$ cat config.mk
export PLATFORM = sky130hd
export DESIGN_NAME = escaped_string_unescaper
export DESIGN_NICKNAME = d
export VERILOG_FILES = /design/src/sv/unesc_pkg.sv /design/src/sv/unesc_name_match.sv /design/src/sv/unesc_parser.sv /design/src/sv/unesc_out_buf.sv /design/src/sv/escaped_string_unescaper.sv
export SDC_FILE = /design/constraint.sdc
export NUM_CORES = 1
export LEC_CHECK = 0
export ABC_AREA = 1
export BUFFER_PORTS_ARGS = -buffer_cell sky130_fd_sc_hd__buf_4
export CORE_ASPECT_RATIO = 0.9
export CORE_UTILIZATION = 40
export DETAILED_ROUTE_END_ITERATION = 10
export PLACE_DENSITY = 0.59
export SLEW_MARGIN = 20
export SYNTH_ARGS = -nofsm -noshare
export SYNTH_HDL_FRONTEND = slang
export SYNTH_SLANG_ARGS = --single-unit
$ cat constraint.sdc
create_clock -name clock -period 7.6 [get_ports clock]
set_clock_uncertainty 0.2 [all_clocks]
set_input_delay 0.38 -clock clock [delete_from_list [all_inputs] [get_ports clock]]
set_output_delay 0.38 -clock clock [all_outputs]
set_load 0.005 [all_outputs]
$ cat src/sv/unesc_pkg.sv
// Shared types, constants and the escape name table for the string unescaper.
`default_nettype none

package unesc_pkg;

   localparam int DEFAULT_MAX_HEX_DIGITS = 6;
   localparam int DEFAULT_MAX_NAME_LEN   = 12;

   localparam int HEX_W         = 24;
   localparam int NAME_TXT_MAX  = 10;
   localparam int NAME_COUNT    = 68;

   localparam logic [HEX_W-1:0] CODE_LIMIT = 24'h10FFFF;
   localparam logic [7:0] PCT_CHAR    = 8'h25;
   localparam logic [7:0] SEMI_CHAR   = 8'h3B;
   localparam logic [7:0] ASCII_TOP   = 8'h7F;

   typedef enum logic [1:0] {
      MODE_TEXT = 2'd0,
      MODE_PCT  = 2'd1,
      MODE_HEX  = 2'd2,
      MODE_NAME = 2'd3
   } mode_type;

   typedef enum logic [1:0] {
      STATUS_RUN    = 2'd0,
      STATUS_OK     = 2'd1,
      STATUS_REJECT = 2'd2
   } status_type;

   typedef struct packed {
      logic [7:0] in_byte;
      logic       end_of_string;
   } req_payload_type;

   typedef struct packed {
      logic [7:0] out_byte;
      logic       byte_valid;
      status_type string_status;
      logic       last;
   } rsp_payload_type;

   // Up to four result bytes produced by one input byte, data[0] goes out first.
   typedef struct packed {
      logic [3:0][7:0] data;
      logic [1:0]      last_idx;
      logic            byte_valid;
      status_type      status;
   } burst_type;

   // txt is right-justified: the final character sits in bits [7:0].
   typedef struct packed {
      logic [8*NAME_TXT_MAX-1:0] txt;
      logic [3:0]                len;
      logic [7:0]                code;
   } name_entry_type;

   localparam name_entry_type NAME_TABLE [NAME_COUNT] = '{
      '{"NUL", 4'd3, 8'd0},   '{"SOH", 4'd3, 8'd1},   '{"STX", 4'd3, 8'd2},
      '{"ETX", 4'd3, 8'd3},   '{"EOT", 4'd3, 8'd4},   '{"ENQ", 4'd3, 8'd5},
      '{"ACK", 4'd3, 8'd6},   '{"a", 4'd1, 8'd7},     '{"b", 4'd1, 8'd8},
      '{"t", 4'd1, 8'd9},     '{"n", 4'd1, 8'd10},    '{"v", 4'd1, 8'd11},
      '{"f", 4'd1, 8'd12},    '{"r", 4'd1, 8'd13},    '{"SO", 4'd2, 8'd14},
      '{"SI", 4'd2, 8'd15},   '{"DLE", 4'd3, 8'd16},  '{"DC1", 4'd3, 8'd17},
      '{"DC2", 4'd3, 8'd18},  '{"DC3", 4'd3, 8'd19},  '{"DC4", 4'd3, 8'd20},
      '{"NAK", 4'd3, 8'd21},  '{"SYN", 4'd3, 8'd22},  '{"ETB", 4'd3, 8'd23},
      '{"CAN", 4'd3, 8'd24},  '{"EM", 4'd2, 8'd25},   '{"SUB", 4'd3, 8'd26},
      '{"e", 4'd1, 8'd27},    '{"FS", 4'd2, 8'd28},   '{"GS", 4'd2, 8'd29},
      '{"RS", 4'd2, 8'd30},   '{"US", 4'd2, 8'd31},   '{"DEL", 4'd3, 8'd127},
      '{"space", 4'd5, 8'd32},      '{"bang", 4'd4, 8'd33},
      '{80'h0, 4'd0, 8'd34},        '{"quote", 4'd5, 8'd34},
      '{"hash", 4'd4, 8'd35},       '{"dollar", 4'd6, 8'd36},
      '{"%", 4'd1, 8'd37},          '{"percent", 4'd7, 8'd37},
      '{"amp", 4'd3, 8'd38},        '{"tick", 4'd4, 8'd39},
      '{"lparen", 4'd6, 8'd40},     '{"rparen", 4'd6, 8'd41},
      '{"star", 4'd4, 8'd42},       '{"plus", 4'd4, 8'd43},
      '{"comma", 4'd5, 8'd44},      '{"dash", 4'd4, 8'd45},
      '{"dot", 4'd3, 8'd46},        '{"slash", 4'd5, 8'd47},
      '{"colon", 4'd5, 8'd58},      '{"semicolon", 4'd9, 8'd59},
      '{"langle", 4'd6, 8'd60},     '{"equal", 4'd5, 8'd61},
      '{"rangle", 4'd6, 8'd62},     '{"question", 4'd8, 8'd63},
      '{"at", 4'd2, 8'd64},         '{"lbracket", 4'd8, 8'd91},
      '{"backslash", 4'd9, 8'd92},  '{"rbracket", 4'd8, 8'd93},
      '{"caret", 4'd5, 8'd94},      '{"underscore", 4'd10, 8'd95},
      '{"backtick", 4'd8, 8'd96},   '{"lbrace", 4'd6, 8'd123},
      '{"pipe", 4'd4, 8'd124},      '{"rbrace", 4'd6, 8'd125},
      '{"tilde", 4'd5, 8'd126}
   };

endpackage : unesc_pkg

`default_nettype wire

$ cat src/sv/unesc_name_match.sv
// Escape name lookup: matches the collected name against the fixed table.
`default_nettype none

module unesc_name_match #(
   parameter int MAX_NAME_LEN = unesc_pkg::DEFAULT_MAX_NAME_LEN
) (
   input  wire logic [MAX_NAME_LEN-1:0][7:0]        name_chars,
   input  wire logic [$clog2(MAX_NAME_LEN+1)-1:0]   name_len,
   output logic                                     hit,
   output logic [7:0]                               code
);
   import unesc_pkg::*;

   logic [NAME_TXT_MAX-1:0][7:0] padded;

   // Only the first NAME_TXT_MAX characters can ever take part in a match.
   for (genvar k = 0; k < NAME_TXT_MAX; k++) begin : g_pad
      if (k < MAX_NAME_LEN) begin : g_real
         assign padded[k] = name_chars[k];
      end else begin : g_zero
         assign padded[k] = 8'h00;
      end
   end

   always_comb begin
      logic [8*NAME_TXT_MAX-1:0] left_txt;
      logic                      match;
      hit  = 1'b0;
      code = 8'h00;
      for (int i = 0; i < NAME_COUNT; i++) begin
         left_txt = NAME_TABLE[i].txt << (8 * (NAME_TXT_MAX - int'(NAME_TABLE[i].len)));
         match    = (int'(name_len) == int'(NAME_TABLE[i].len));
         for (int k = 0; k < NAME_TXT_MAX; k++) begin
            if (k < int'(NAME_TABLE[i].len) &&
                padded[k] != left_txt[8*(NAME_TXT_MAX-k)-1 -: 8]) begin
               match = 1'b0;
            end
         end
         if (match) begin
            hit  = 1'b1;
            code = code | NAME_TABLE[i].code;
         end
      end
   end

endmodule : unesc_name_match

`default_nettype wire

$ cat src/sv/unesc_parser.sv
// Escape parser: parse state, hex and name collection, per-byte result burst.
`default_nettype none

module unesc_parser #(
   parameter int MAX_HEX_DIGITS = unesc_pkg::DEFAULT_MAX_HEX_DIGITS,
   parameter int MAX_NAME_LEN   = unesc_pkg::DEFAULT_MAX_NAME_LEN
) (
   input  wire logic                        clock,
   input  wire logic                        reset,
   input  wire logic                        step,
   input  wire unesc_pkg::req_payload_type  item,
   output logic                             burst_load,
   output unesc_pkg::burst_type             burst
);
   import unesc_pkg::*;

   localparam int CntW = $clog2(MAX_HEX_DIGITS + 1);
   localparam int LenW = $clog2(MAX_NAME_LEN + 1);

   mode_type                       mode_ff, mode_in, mode_step;
   logic                           failed_ff, failed_in;
   logic [HEX_W-1:0]               hex_val_ff, hex_val_in;
   logic [CntW-1:0]                hex_cnt_ff, hex_cnt_in;
   logic [LenW-1:0]                name_len_ff, name_len_in;
   logic [MAX_NAME_LEN-1:0][7:0]   name_chars_ff;

   logic [7:0]      c;
   logic            eos;
   logic            bad_ctl, is_dec, is_hex, is_semi, is_pct;
   logic [3:0]      hex_d;
   logic            name_path, len_full, cnt_full, over_limit;
   logic            fail_byte, final_fail, name_wr;
   logic [LenW-1:0] eff_len;
   logic            name_hit;
   logic [7:0]      name_code;
   logic [2:0]      utf_cnt, emit_cnt;
   logic [3:0][7:0] utf_data, emit_data;

   assign c   = item.in_byte;
   assign eos = item.end_of_string;

   assign bad_ctl = (c <= ASCII_TOP) && !(c >= 8'h20 && c <= 8'h7E) &&
                    !(c >= 8'h09 && c <= 8'h0D);
   assign is_dec  = (c >= 8'h30) && (c <= 8'h39);
   assign is_semi = (c == SEMI_CHAR);
   assign is_pct  = (c == PCT_CHAR);

   always_comb begin
      is_hex = 1'b1;
      hex_d  = c[3:0];
      if (is_dec) begin
         hex_d = c[3:0];
      end else if ((c >= 8'h61 && c <= 8'h66) || (c >= 8'h41 && c <= 8'h46)) begin
         hex_d = c[3:0] + 4'd9;
      end else begin
         is_hex = 1'b0;
      end
   end

   // Right after '%' a non-digit opens a name of length zero.
   assign name_path  = (mode_ff == MODE_NAME) || (mode_ff == MODE_PCT && !is_dec);
   assign eff_len    = (mode_ff == MODE_NAME) ? name_len_ff : '0;
   assign len_full   = eff_len >= LenW'(MAX_NAME_LEN);
   assign cnt_full   = hex_cnt_ff >= CntW'(MAX_HEX_DIGITS);
   assign over_limit = hex_val_ff > CODE_LIMIT;

   unesc_name_match #(
      .MAX_NAME_LEN (MAX_NAME_LEN)
   ) u_name_match (
      .name_chars (name_chars_ff),
      .name_len   (eff_len),
      .hit        (name_hit),
      .code       (name_code)
   );

   assign fail_byte = !failed_ff &&
                      (bad_ctl ||
                       (name_path && is_semi && !name_hit) ||
                       (name_path && !is_semi && len_full) ||
                       (mode_ff == MODE_HEX && is_semi && over_limit) ||
                       (mode_ff == MODE_HEX && !is_semi && (!is_hex || cnt_full)));

   // UTF-8 encoding of the collected code
   always_comb begin
      utf_data = '0;
      if (hex_val_ff < 24'h80) begin
         utf_cnt     = 3'd1;
         utf_data[0] = {1'b0, hex_val_ff[6:0]};
      end else if (hex_val_ff < 24'h800) begin
         utf_cnt     = 3'd2;
         utf_data[0] = {3'b110, hex_val_ff[10:6]};
         utf_data[1] = {2'b10, hex_val_ff[5:0]};
      end else if (hex_val_ff < 24'h10000) begin
         utf_cnt     = 3'd3;
         utf_data[0] = {4'b1110, hex_val_ff[15:12]};
         utf_data[1] = {2'b10, hex_val_ff[11:6]};
         utf_data[2] = {2'b10, hex_val_ff[5:0]};
      end else begin
         utf_cnt     = 3'd4;
         utf_data[0] = {5'b11110, hex_val_ff[20:18]};
         utf_data[1] = {2'b10, hex_val_ff[17:12]};
         utf_data[2] = {2'b10, hex_val_ff[11:6]};
         utf_data[3] = {2'b10, hex_val_ff[5:0]};
      end
   end

   // next state
   always_comb begin
      mode_step = mode_ff;
      if (failed_ff || fail_byte) begin
         mode_step = MODE_TEXT;
      end else begin
         case (mode_ff)
            MODE_TEXT: begin
               if (is_pct) mode_step = MODE_PCT;
            end
            MODE_PCT: begin
               if (is_dec) mode_step = MODE_HEX;
               else if (is_semi) mode_step = MODE_TEXT;
               else mode_step = MODE_NAME;
            end
            MODE_NAME: begin
               if (is_semi) mode_step = MODE_TEXT;
            end
            MODE_HEX: begin
               if (is_semi) mode_step = MODE_TEXT;
            end
            default: mode_step = MODE_TEXT;
         endcase
      end
      mode_in   = eos ? MODE_TEXT : mode_step;
      failed_in = !eos && (failed_ff || fail_byte);
   end

   // outputs and datapath
   always_comb begin
      emit_cnt    = 3'd0;
      emit_data   = '0;
      hex_val_in  = hex_val_ff;
      hex_cnt_in  = hex_cnt_ff;
      name_len_in = name_len_ff;
      name_wr     = 1'b0;
      if (fail_byte) begin
         hex_val_in  = '0;
         hex_cnt_in  = '0;
         name_len_in = '0;
      end else if (!failed_ff) begin
         case (mode_ff)
            MODE_TEXT: begin
               if (!is_pct) begin
                  emit_cnt     = 3'd1;
                  emit_data[0] = c;
               end
            end
            MODE_HEX: begin
               if (is_semi) begin
                  emit_cnt   = utf_cnt;
                  emit_data  = utf_data;
                  hex_val_in = '0;
                  hex_cnt_in = '0;
               end else begin
                  hex_val_in = {hex_val_ff[HEX_W-5:0], hex_d};
                  hex_cnt_in = hex_cnt_ff + CntW'(1);
               end
            end
            default: begin
               if (mode_ff == MODE_PCT && is_dec) begin
                  hex_val_in = HEX_W'(c[3:0]);
                  hex_cnt_in = CntW'(1);
               end else if (is_semi) begin
                  emit_cnt     = 3'd1;
                  emit_data[0] = name_code;
                  name_len_in  = '0;
               end else begin
                  name_wr     = 1'b1;
                  name_len_in = eff_len + LenW'(1);
               end
            end
         endcase
      end
      if (eos) begin
         hex_val_in  = '0;
         hex_cnt_in  = '0;
         name_len_in = '0;
      end

      final_fail = failed_ff || fail_byte || (mode_step != MODE_TEXT);
      burst      = '0;
      burst.status = STATUS_RUN;
      if (eos) begin
         if (final_fail) begin
            burst.status = STATUS_REJECT;
         end else begin
            burst.status = STATUS_OK;
            if (emit_cnt != 3'd0) begin
               burst.data       = emit_data;
               burst.byte_valid = 1'b1;
               burst.last_idx   = 2'(emit_cnt - 3'd1);
            end
         end
         burst_load = step;
      end else begin
         burst.data       = emit_data;
         burst.byte_valid = 1'b1;
         burst.last_idx   = 2'(emit_cnt - 3'd1);
         burst_load       = step && (emit_cnt != 3'd0);
      end
   end

   always_ff @(posedge clock) begin
      if (reset) begin
         mode_ff     <= MODE_TEXT;
         failed_ff   <= 1'b0;
         hex_val_ff  <= '0;
         hex_cnt_ff  <= '0;
         name_len_ff <= '0;
      end else if (step) begin
         mode_ff     <= mode_in;
         failed_ff   <= failed_in;
         hex_val_ff  <= hex_val_in;
         hex_cnt_ff  <= hex_cnt_in;
         name_len_ff <= name_len_in;
      end
   end

   always_ff @(posedge clock) begin
      if (step && name_wr) begin
         for (int i = 0; i < MAX_NAME_LEN; i++) begin
            if (eff_len == LenW'(i)) name_chars_ff[i] <= c;
         end
      end
   end

   a_failed_idle: assert property (@(posedge clock) disable iff (reset)
      failed_ff |-> (mode_ff == MODE_TEXT && name_len_ff == '0 && hex_cnt_ff == '0))
      else $error("rejected string left parse state behind");

   a_hex_cnt_mode: assert property (@(posedge clock) disable iff (reset)
      (mode_ff != MODE_HEX) |-> (hex_cnt_ff == '0))
      else $error("hex digit count outside hex escape");

   a_mid_burst_valid: assert property (@(posedge clock) disable iff (reset)
      (burst_load && !eos) |-> (burst.byte_valid && burst.status == STATUS_RUN))
      else $error("mid-string burst without a decoded byte");

endmodule : unesc_parser

`default_nettype wire

$ cat src/sv/unesc_out_buf.sv
// Result register: holds one burst and sends its bytes one transaction at a time.
`default_nettype none

module unesc_out_buf (
   input  wire logic                        clock,
   input  wire logic                        reset,
   input  wire logic                        load,
   input  wire unesc_pkg::burst_type        burst,
   output logic                             free,
   output logic                             rsp_valid,
   input  wire logic                        rsp_stall,
   output unesc_pkg::rsp_payload_type       rsp_payload
);
   import unesc_pkg::*;

   burst_type  burst_ff;
   logic       vld_ff;
   logic [1:0] idx_ff;
   logic       fire, is_last, done;

   assign fire    = vld_ff && !rsp_stall;
   assign is_last = (idx_ff == burst_ff.last_idx);
   assign done    = fire && is_last;
   assign free    = !vld_ff || done;

   assign rsp_valid                 = vld_ff;
   assign rsp_payload.out_byte      = burst_ff.data[idx_ff];
   assign rsp_payload.byte_valid    = burst_ff.byte_valid;
   assign rsp_payload.string_status = is_last ? burst_ff.status : STATUS_RUN;
   assign rsp_payload.last          = is_last;

   always_ff @(posedge clock) begin
      if (reset) begin
         vld_ff <= 1'b0;
         idx_ff <= '0;
      end else if (free && load) begin
         vld_ff <= 1'b1;
         idx_ff <= '0;
      end else if (done) begin
         vld_ff <= 1'b0;
      end else if (fire) begin
         idx_ff <= idx_ff + 2'd1;
      end
   end

   always_ff @(posedge clock) begin
      if (free && load) burst_ff <= burst;
   end

   a_idx_bound: assert property (@(posedge clock) disable iff (reset)
      vld_ff |-> (idx_ff <= burst_ff.last_idx))
      else $error("result index past end of burst");

   a_status_last: assert property (@(posedge clock) disable iff (reset)
      (rsp_valid && rsp_payload.string_status != STATUS_RUN) |-> rsp_payload.last)
      else $error("string status on a non-final result");

   a_inner_valid: assert property (@(posedge clock) disable iff (reset)
      (vld_ff && !is_last) |-> burst_ff.byte_valid)
      else $error("non-final result without a decoded byte");

endmodule : unesc_out_buf

`default_nettype wire

$ cat src/sv/escaped_string_unescaper.sv
// Top level of the escaped string unescaper.
`default_nettype none

// Decodes an escaped string arriving one byte per req transaction. Plain
// bytes pass through; %<hex>; (first digit decimal, up to MAX_HEX_DIGITS
// digits, code at most 0x10FFFF) becomes its UTF-8 encoding, and %<name>;
// is looked up in a fixed table and gives one byte. The closing ';' is not
// emitted. A control byte, a bad or over-long escape, or an escape left open
// at the end-marked byte rejects the string: nothing more is emitted until
// the end-marked byte, which returns one transaction with status rejected.
// The end-marked byte always reports status on its final rsp transaction
// (a byte_valid 0 transaction when it decodes to nothing), then all state
// returns to reset. Timing: a byte is registered on acceptance and is
// decoded once the result register is free, its burst then being
// registered there, which drives rsp_valid. The result register sends one
// rsp transaction per cycle while rsp_stall is low and takes a new burst
// when empty or as the last transaction of its current one completes, so
// a new byte is taken every cycle while each byte decodes to at most one
// byte and rsp_stall stays low; a byte that decodes to several bytes holds
// up the next one. No clearing pass after reset.

module escaped_string_unescaper #(
   parameter int MAX_HEX_DIGITS = unesc_pkg::DEFAULT_MAX_HEX_DIGITS,
   parameter int MAX_NAME_LEN   = unesc_pkg::DEFAULT_MAX_NAME_LEN
) (
   input  wire logic                        clock,
   input  wire logic                        reset,
   input  wire logic                        req_valid,
   output logic                             req_stall,
   input  wire unesc_pkg::req_payload_type  req_payload,
   output logic                             rsp_valid,
   input  wire logic                        rsp_stall,
   output unesc_pkg::rsp_payload_type       rsp_payload
);
   import unesc_pkg::*;

   // input register
   logic            in_vld_ff, in_vld_in;
   req_payload_type in_pay_ff;

   logic      buf_free;
   logic      step;
   logic      burst_load;
   burst_type burst;

   // The held byte is decoded once the result register can take its burst.
   assign step      = in_vld_ff && buf_free;
   assign req_stall = in_vld_ff && !buf_free;
   assign in_vld_in = req_stall ? in_vld_ff : req_valid;

   always_ff @(posedge clock) begin
      if (reset) begin
         in_vld_ff <= 1'b0;
      end else begin
         in_vld_ff <= in_vld_in;
      end
   end

   always_ff @(posedge clock) begin
      if (req_valid && !req_stall) in_pay_ff <= req_payload;
   end

   unesc_parser #(
      .MAX_HEX_DIGITS (MAX_HEX_DIGITS),
      .MAX_NAME_LEN   (MAX_NAME_LEN)
   ) u_parser (
      .clock      (clock),
      .reset      (reset),
      .step       (step),
      .item       (in_pay_ff),
      .burst_load (burst_load),
      .burst      (burst)
   );

   // result register, one rsp transaction per decoded byte or end-of-string status
   unesc_out_buf u_out_buf (
      .clock       (clock),
      .reset       (reset),
      .load        (burst_load),
      .burst       (burst),
      .free        (buf_free),
      .rsp_valid   (rsp_valid),
      .rsp_stall   (rsp_stall),
      .rsp_payload (rsp_payload)
   );

endmodule : escaped_string_unescaper

`default_nettype wire

==> out/qor.yml <==
cp_data_required_time_ps: 7470
power_leakage_uw: 0.00534
p_per_area_nw_per_um2: 162
firstDrtPassIters: 5
hold_start: "rsp_stall"
crit_path_start: "u_parser.mode_ff[0]$_SDFFE_PP0P_"
cp-start-kind: "register"
final_nets: 1794
min_to: "u_out_buf.idx_ff[0]$_SDFFE_PP0P_"
cts_buffer_depth: 2
portBuffers: 26
arrival_ps: 4770
min_path_type: "in -> reg"
synth.most_common_cell: "nor2_1"
ios: 27
synth_area_um2: 11500
initial_core_util_pct: 40.9
ys_ff_latch: 161
gp_congestion: 0.999
htreeDepth: 4
cts_tree: "built"
drc: 0
synthTopCellsByArea: "edfxtp_1 (32%), nor2_1 (14%), nand2_1 (13%), inv_1 (7.0%), dfxtp_1 (6.6%)"
yosysSeqAreaShare_pct: 38.7
hold_ws_ps: 59.6
grt_pass1_vias: 10500
die-height_um: 163
finalHoldViolCount: 0
antenna_found_initial: 0
report.final.slew_viol_count: 0
vias_per_cell: 5.42
yosys.area.top_type_share_pct: 32.1
placementRows: 58
drive_above_1_share_pct: 8.52
drt_iter0_drc: 1406
design_area_um2: 12700
muxShareOfSynthArea_pct: 0
fp.dieW_um: 181
outcome: "completed"
grt_use_total_pct: 28.8
min_period_ps: 4900
dpl_cell_area_um2: 12000
reg2reg_slack_ps: 2700
gr-total-overflow: 0
reg2reg_from: "u_parser.mode_ff[0]$_SDFFE_PP0P_"
avgRoutedWirePerCell_um: 19.3
synth_top_family_by_area: "simple AND/OR/NAND/NOR gates"
path_clk_slew_ps: 70
slew_headroom_pct: 32.7
rsz0062_at_grt: "no"
min_path_cells: 4
insertion_delay_ps: 450
avgSynthCellArea_um2: 6.62
vias: 11600
ir_drop_v: 0.000209
max-cap-violations: 0
synth-simple-area-share_pct: 44.3
ant_nets: 0
worst_slew_pin_slew_ps: 1010
synth_xor_area_share_pct: 0.532
end_kind: "register"
yosys_warnings: 0
wl_um: 41400
layout_setup_ws_ps: 2700
synth-async-reset-ratio_pct: 0
synth_ff_type: "edfxtp_1"
synth.distinct_cells: 53
synth_edf_count: 123
reg2reg_depth: 17
max_freq_ghz: 0.204
crit_type: "reg -> reg"
setup-tns-final_ps: 0
setup_viol: 0
synthAdderAreaFrac_pct: 1.09
syn-num-nets: 1764
cts.repair.resized: 0
grt_pass1_wl_um: 63100
synth_commonest_cells: "nor2_1 (438), nand2_1 (410), inv_1 (215)"
crit_path_max_fanout: 17
yosysTopAreaCell: "edfxtp_1"
r2r-end: "u_parser.name_chars_ff[16]$_DFFE_PP_"
hpwl_um: 32300
synth_compound_area_share_pct: 5.61
areaGrowthSynthToFinish_pct: 10.2
die_area_um2: 29500
grt_start_max_net_pins: 42
antenna_cells: 0
cts_root_buf: "clkbuf_16"
period_share_pct: 64.5
post_cts_buffers: 0
numCtsBuffers: 17
synthCells: 1741
dp_slack_ps: 2750
cts.sinks: 161
core-area_um2: 28200
## per-layer routing
layer | wire [um] | vias up | global-route usage (%)
met5 | 0 | - | 0
met4 | 939 | 0 | 8.70
met3 | 4070 | 57 | 7.58
met2 | 16700 | 502 | 41.0
met1 | 19700 | 5388 | 42.1
li1 | - | 5674 | -
## cells by family after synthesis
family	after synthesis
compound gates	112
xor+xnor	7
fa+ha+maj	10
buf+inv	280
flops	161
simple gates	1171
## where the power goes
group | internal [uW] | total [uW] | switching [uW]
clock network | 466 | 859 | 393
registers | 975 | 1010 | 33.5
logic | 63.7 | 191 | 128
## critical path, stage by stage (launching register included)
cell and delay, ps:
dfxtp_1 760, nand2_1 210, nor2_1 230, ha_1 220
inv_1 110, nor2_8 250, nand3_2 170, nor2_4 160
inv_2 70, nor2_2 210, nor2_1 80, nand3_1 70
nor2_1 100, nand3_2 120, nand3_1 190, inv_1 180
nand4_2 400, nor2_1 770
## sequential cells by signal (all words and copies together), names as in the netlist
signal and flops:
u_out_buf.rsp_valid 1, u_out_buf.rsp_payload 1, u_parser.hex_val_ff 24, in_vld_ff 1
u_parser.failed_ff 1, u_out_buf.burst_ff 33, in_pay_ff 9, u_parser.mode_ff 2
u_parser.name_len_ff 4, u_out_buf.idx_ff 2, u_parser.hex_cnt_ff 3, u_parser.name_chars_ff 80
## how the worst max path moves through the flow
stage	slack (ps)	end	cells past startpoint
4_1_cts	2730	u_parser.name_chars_ff[17]$_DFFE_PP_	17
5_1_grt	2230	u_parser.name_chars_ff[41]$_DFFE_PP_	17
6_report	2700	u_parser.name_chars_ff[16]$_DFFE_PP_	17
3_5_place_dp	2750	u_parser.name_chars_ff[21]$_DFFE_PP_	17
2_1_floorplan	3760	u_out_buf.burst_ff[0]$_SDFFCE_PN0P_	22
3_3_place_gp	2850	u_parser.name_chars_ff[21]$_DFFE_PP_	17
## layout by cell type, fill, tap and decap left out, types with 5 or more instances in the layout
master,count
nand3b_1,8
nand2_2,12
buf_4,34
o22ai_1,21
edfxtp_1,123
a21oi_1,31
nor3_1,42
dlygate4sd3_1,10
clkbuf_16,17
nand4_1,54
nor2_2,21
ha_1,10
inv_1,215
inv_2,26
nor2_4,8
nand2_1,410
dfxtp_1,38
nor2_1,438
o21ai_0,39
o211ai_1,5
clkinv_1,5
xor2_1,7
nand3_1,151
## stage by stage
stage / power (uW) / std cells / util, %
2_1_floorplan: 1140 / 1741 / -
3_3_place_gp: 1210 / 2102 / 42.7
3_5_place_dp: 1210 / 2102 / 42.7
4_1_cts: 2070 / 2144 / 45.1
5_1_grt: 2120 / 2144 / 45.1
6_report: 2060 / 2144 / 45.1
## what timing repair did
item,CTS,global route
hold buffers,10,0
hold endpoints to repair,10,0
endpoints found under the setup margin,0,0
## cell type report
cell class | instances | area (um2)
fill | 2983 | 15500
tap | 360 | 450
sequential | 161 | 4450
multi-input combinational | 1300 | 5940
timing repair buffer | 44 | 355
clock buffer | 19 | 443
inverter | 247 | 931
clock inverter | 13 | 126
No activity file was read; power rests on OpenSTA's default activity.
